## config.mk

```make
export PLATFORM = sky130hd
export DESIGN_NAME = seeds_ctrl
export DESIGN_NICKNAME = d
export VERILOG_FILES = /design/src/seeds_pkg.sv /design/src/seeds_ctrl.sv
export SDC_FILE = /design/constraint.sdc
export NUM_CORES = 1
export LEC_CHECK = 0
export ABC_AREA = 1
export BUFFER_PORTS_ARGS = -buffer_cell sky130_fd_sc_hd__buf_2
export CORE_AREA = 2 2 39 41
export CTS_CLUSTER_SIZE = 12
export DETAILED_ROUTE_END_ITERATION = 6
export DIE_AREA = 0 0 41 43
export GPL_TIMING_DRIVEN = 0
export SLEW_MARGIN = 20
export SYNTH_ARGS = -nofsm -noshare
export SYNTH_HDL_FRONTEND = slang
export SYNTH_SLANG_ARGS = --single-unit
```

## constraint.sdc

```tcl
create_clock -name clk -period 1.1 [get_ports clk]
set_input_delay 0.11 -clock clk [delete_from_list [all_inputs] [get_ports clk]]
set_output_delay 0.11 -clock clk [all_outputs]
set_load 0.005 [all_outputs]
```

## src/seeds_pkg.sv

```systemverilog
package seeds_pkg;

  localparam int IDX_W            = 12;
  localparam int BIRTH_COUNT      = 2;
  localparam int DEF_GRID_WIDTH   = 64;
  localparam int DEF_GRID_HEIGHT  = 64;

  typedef enum logic [1:0] {
    ACT_WRITE = 2'd0,
    ACT_READ  = 2'd1,
    ACT_STEP  = 2'd2
  } action_t;

  typedef enum logic [3:0] {
    ST_CLEAR,
    ST_IDLE,
    ST_DIV,
    ST_RD,
    ST_WAIT,
    ST_WR,
    ST_LOAD0,
    ST_LOAD1,
    ST_RUN,
    ST_RESP
  } state_t;

  typedef struct packed {
    logic capture;
    logic div_step;
    logic rd_cell;
    logic wr_cell;
    logic step_init;
    logic step_load;
    logic step_run;
    logic clr_row;
    logic out_load;
  } cmd_t;

  typedef struct packed {
    logic in_range;
    logic is_write;
    logic row_last;
    logic out_free;
  } stat_t;

endpackage

```

## src/seeds_ctrl.sv

```systemverilog
module seeds_ctrl
  import seeds_pkg::*;
(
  input  logic       clk,
  input  logic       rst,
  input  logic       in_valid,
  input  logic [1:0] action,
  input  stat_t      st,
  output cmd_t       cmd,
  output logic       in_stall
);

  state_t state, state_next;

  always_ff @(posedge clk) begin
    if (rst) begin
      state <= ST_CLEAR;
    end else begin
      state <= state_next;
    end
  end

  always_comb begin
    state_next = state;
    cmd        = '0;
    in_stall   = 1'b1;
    case (state)
      ST_CLEAR: begin
        cmd.clr_row = 1'b1;
        if (st.row_last) state_next = ST_IDLE;
      end
      ST_IDLE: begin
        in_stall = 1'b0;
        if (in_valid) begin
          cmd.capture = 1'b1;
          case (action)
            ACT_WRITE, ACT_READ: state_next = ST_DIV;
            ACT_STEP:            state_next = ST_LOAD0;
            default:             state_next = ST_RESP;
          endcase
        end
      end
      ST_DIV: begin
        cmd.div_step = 1'b1;
        state_next   = ST_RD;
      end
      ST_RD: begin
        // drop out-of-grid requests without touching memory
        if (st.in_range) begin
          cmd.rd_cell = 1'b1;
          state_next  = ST_WAIT;
        end else begin
          state_next = ST_RESP;
        end
      end
      ST_WAIT: begin
        state_next = st.is_write ? ST_WR : ST_RESP;
      end
      ST_WR: begin
        cmd.wr_cell = 1'b1;
        state_next  = ST_RESP;
      end
      ST_LOAD0: begin
        cmd.step_init = 1'b1;
        state_next    = ST_LOAD1;
      end
      ST_LOAD1: begin
        cmd.step_load = 1'b1;
        state_next    = ST_RUN;
      end
      ST_RUN: begin
        cmd.step_run = 1'b1;
        if (st.row_last) state_next = ST_RESP;
      end
      ST_RESP: begin
        if (st.out_free) begin
          cmd.out_load = 1'b1;
          state_next   = ST_IDLE;
        end
      end
      default: state_next = ST_IDLE;
    endcase
  end

endmodule

```

### After elaboration in Yosys (flattened, before gate mapping)

Index checks and enable logic that the tools add are counted.

| word-level totals | value |
|---|---|
| register bits after elaboration | 4 |
| output and inout bits | 10 |
| word-level logic and storage cells | 41 |

| operators by class | value |
|---|---|
| eq/ne operators | 15 |
| multiplexer cells | 21 |
| reduce and logical (&&, ||, !) cells | 4 |

Operators with widths:

| operator | count |
|---|---|
| 4-bit case mux with 10 select lines | 1 |
| 4-bit two-way mux | 6 |
| 4-bit by 3-bit == test with 1-bit output (second input constant) | 4 |
| 1-bit two-way mux | 13 |
| 4-bit by 2-bit == test with 1-bit output (second input constant) | 2 |
| 4-bit == test (second input constant) | 2 |
| 2-bit inequality test (second input constant) | 4 |
| 4-bit case mux with 2 select lines | 1 |
| 4-bit by 1-bit == test with 1-bit output (second input constant) | 1 |
| 4-bit zero test | 1 |
| 4-bit AND reduction | 1 |
| 2-bit by 1-bit == test with 1-bit output (second input constant) | 1 |
| 2-bit == test (second input constant) | 1 |
| 2-bit zero test | 1 |
| 2-bit OR reduction | 1 |

### Logic depth before layout (Yosys ltp)

| logic depth | value |
|---|---|
| depth in word-level cells | 5 |
| gate-level depth with buffers | 7 |

### Worst setup path after synthesis

Ideal clock, no wire load.

| path | value |
|---|---|
| path kind | register -> register |
| start point | register state[1] |
| end point | register state[3] |
| arrival time | 926 ps |
| slack | 57 ps |
| cell stages (with the launch flop) | 7 |
| period minus slack after synthesis | 1043 ps |
| cell sequence | dfxtp_1 nor2_2 nand2_4 nor2_1 nor2_2 o21ai_2 a21oi_2 |

| between the ends | value |
|---|---|
| longest elaborated chain between the ends | 3 |
| elaborated cells between the ends (all ways) | 16 |
| classes of those cells | 13 x eq/ne; 1 x mux; 2 x reduce/logical |

Ends and longest elaborated chain:

| element | RTL line | RTL |
|---|---|---|
| start: declaration | seeds_ctrl.sv:13 | `state_t state, state_next;` |
| start signal: assignment | seeds_ctrl.sv:19 | `state <= state_next;` |
| 4-bit == test, or another cell as far along | seeds_ctrl.sv:27 | `case (state)` |
| 2-bit inequality test (no line) | -- |  |
| 4-bit AND reduction (no line) | -- |  |

Parallel ways exist; a longest one is shown, timed or not.
A chain may end at the register's enable or synchronous reset.

==> metrics <==
crit path max fanout=4; gpl congestion=0.822; Antenna Nets Post-Route=0; cts bufs inserted=3; worst skew pair latency=0.23 ns; Worst path max stage delay=0.40 ns; Root Buffer=clkbuf_4; pwr/cell area=1150 mW/mm2; DR vias=approximately 590; max reg flops=4; Yosys reg bits=4; Die X=roughly 41 um; grt met3 use=0; Syn Area/Cell=5.71 um2; Seq/Total Area, Yosys=0.189; Worst setup EP type=output pin; CTS sink cnt=4; Slew HR=0.846; slowest CP cell=dfxtp_4; largest net degree at the start of global routing=6; largest registers=state (4); fin nets=between 100 and 150; count of final hold-check violations=0; antenna violations before repair=0; CTS tree=built; DRC=0; Antenna Cells=0; Mapped Nets=83; Hold Slack=around 0.075 ns; Mapped Area=423 um2; most frequent cells in the layout=buf_2 (17), inv_1 (11), nand2_1 (10); ratio of cells with drive above 1 in the final layout=0.642; Area Overhead vs Synth=82.2%; vias in the first global route=518; Layout Utilization=0.557; CP bufs+invs=2; Ys Warns=0; startpoint types=flip-flop; failing checks=negative setup slack; Ports=19; # port buffers=18; overall routed net length=between 1 and 1.5 mm; Pre-antenna DRT Iters=4; Clock Skews=0.000518 ns; Synth Instances=74; CP Cell Sequence=inv_6 > nor4_1 > buf_2; GRT Overall Usage=0.161; Final Max Slew Viols=0; final critical-path share of the clock period=1.09; MaxCap Viol Count=0; Max Fclk=approximately 830 MHz; placement row count=14; CP arrival=1.09 ns; Avg WL per Cell=11.2 um; crit path time final=between 1 and 1.5 ns; core footprint=about 0.0014 mm2; Starting Density=0.306; Leak=0.000444 uW; GRT overflow=0; clk buf depth=2; VDD IR max=0.000463 V; Largest Register=state; Via density=4.80; WS Path Type=flip-flop to output pin; Worst EP required=0.99 ns; RSZ-0062 raised after global routing=true; hold buffers post-CTS=0; CP delay by family, top=flip-flops; grt met2 use=0.281; Top Usage Layer GRT=met2; Worst Max-Slew Pin Slew=around 0.23 ns; synth unique cells=18; fin worst setup slack=-0.101 ns; die height=43 um; most common cell after layout, fill and taps aside=buf_2; setup violators final=13; status=finished, violations left; hold crit path type=input port to flip-flop; first-pass GRT wire length=1.95 mm; H-tree depth=1; Initial DRC Count=12; GR met1 Demand/Resource=0.177; die area=about 0.0018 mm2; Worst-path clk slew=0.04 ns; HPWL after DPL=869 um
-- worst paths after layout --
| kind | start | endpoint | slack (ns) | cells past startpoint |
|---|---|---|---|---|
| worst max register to register | state[1] | state[3] | -0.10 | 8 |
| worst min register to register | state[0] | state[1] | 0.66 | 3 |
| worst max-delay path | state[3] | cmd[0] | -0.10 | 3 |
| worst min-delay path | rst | state[3] | 0.07 | 2 |
-- final cells by class --
class | instances | area, um2
Sequential cell | 4 | 95.1
Multi-Input combinational cell | 52 | 363
Fill cell | 133 | 613
Inverter | 18 | 80.1
Tap cell | 16 | 20.0
Clock buffer | 3 | 22.5
Timing Repair Buffer | 29 | 190
-- worst reg2reg max path: stages, from the launching register on --
cell and delay (ns):
dfxtp_4 0.36, buf_6 0.12, nor2_4 0.14, buf_6 0.13
nand3_4 0.06, nand2_2 0.09, nor2_4 0.05, o21ai_2 0.07
a21oi_2 0.06
-- power breakdown --
part	switching (uW)	internal [uW]	leakage [uW]
combinational	266	220	0.000394
sequential	48.9	168	0.0000356
clock	59.1	122	0.0000138
-- synth_stat cells (all sizes together) --
library cell / instances / share of area
a211oi: 1 / 0.018
nand2: 18 / 0.18
nor4: 1 / 0.015
a31oi: 1 / 0.030
a21oi: 1 / 0.021
nand3: 12 / 0.15
o211ai: 1 / 0.030
inv: 18 / 0.16
nor2: 14 / 0.16
o21ai: 2 / 0.033
dfxtp: 4 / 0.19
or2: 1 / 0.015
-- per-layer routing --
metal,up-vias,share of wire
li1,294,-
met1,279,0.41
met2,12,0.56
met3,0,0.035
met4,0,0
met5,-,0
-- kinds of logic after synthesis --
| kind of cell | after synthesis | synth area share |
|---|---|---|
| flops | 4 | 0.189 |
| simple gates | 46 | 0.521 |
| compound gates | 6 | 0.130 |
| buf+inv | 18 | 0.160 |
-- repair_timing --
action / in CTS / in global routing
setup endpoints to repair: 14 / 14
gates resized for setup: 27 / 17
pin swaps: 9 / 8
setup buffers: 8 / 3
-- metrics by stage --
| step | cell area [um2] | setup TNS (ns) | instances | setup slack (ns) | total power, uW |
|---|---|---|---|---|---|
| 2_1_floorplan | 423 | 0 | 74 | 0.0571 | 415 |
| 3_3_place_gp | 533 | -0.211 | 108 | -0.0702 | 510 |
| 3_5_place_dp | 533 | -0.258 | 108 | -0.0720 | 510 |
| 4_1_cts | 687 | -0.876 | 119 | -0.0991 | 820 |
| 5_1_grt | 771 | -1.74 | 122 | -0.159 | 953 |
| 6_report | 771 | -0.939 | 122 | -0.101 | 885 |
Power figures use the tool's default switching activity.
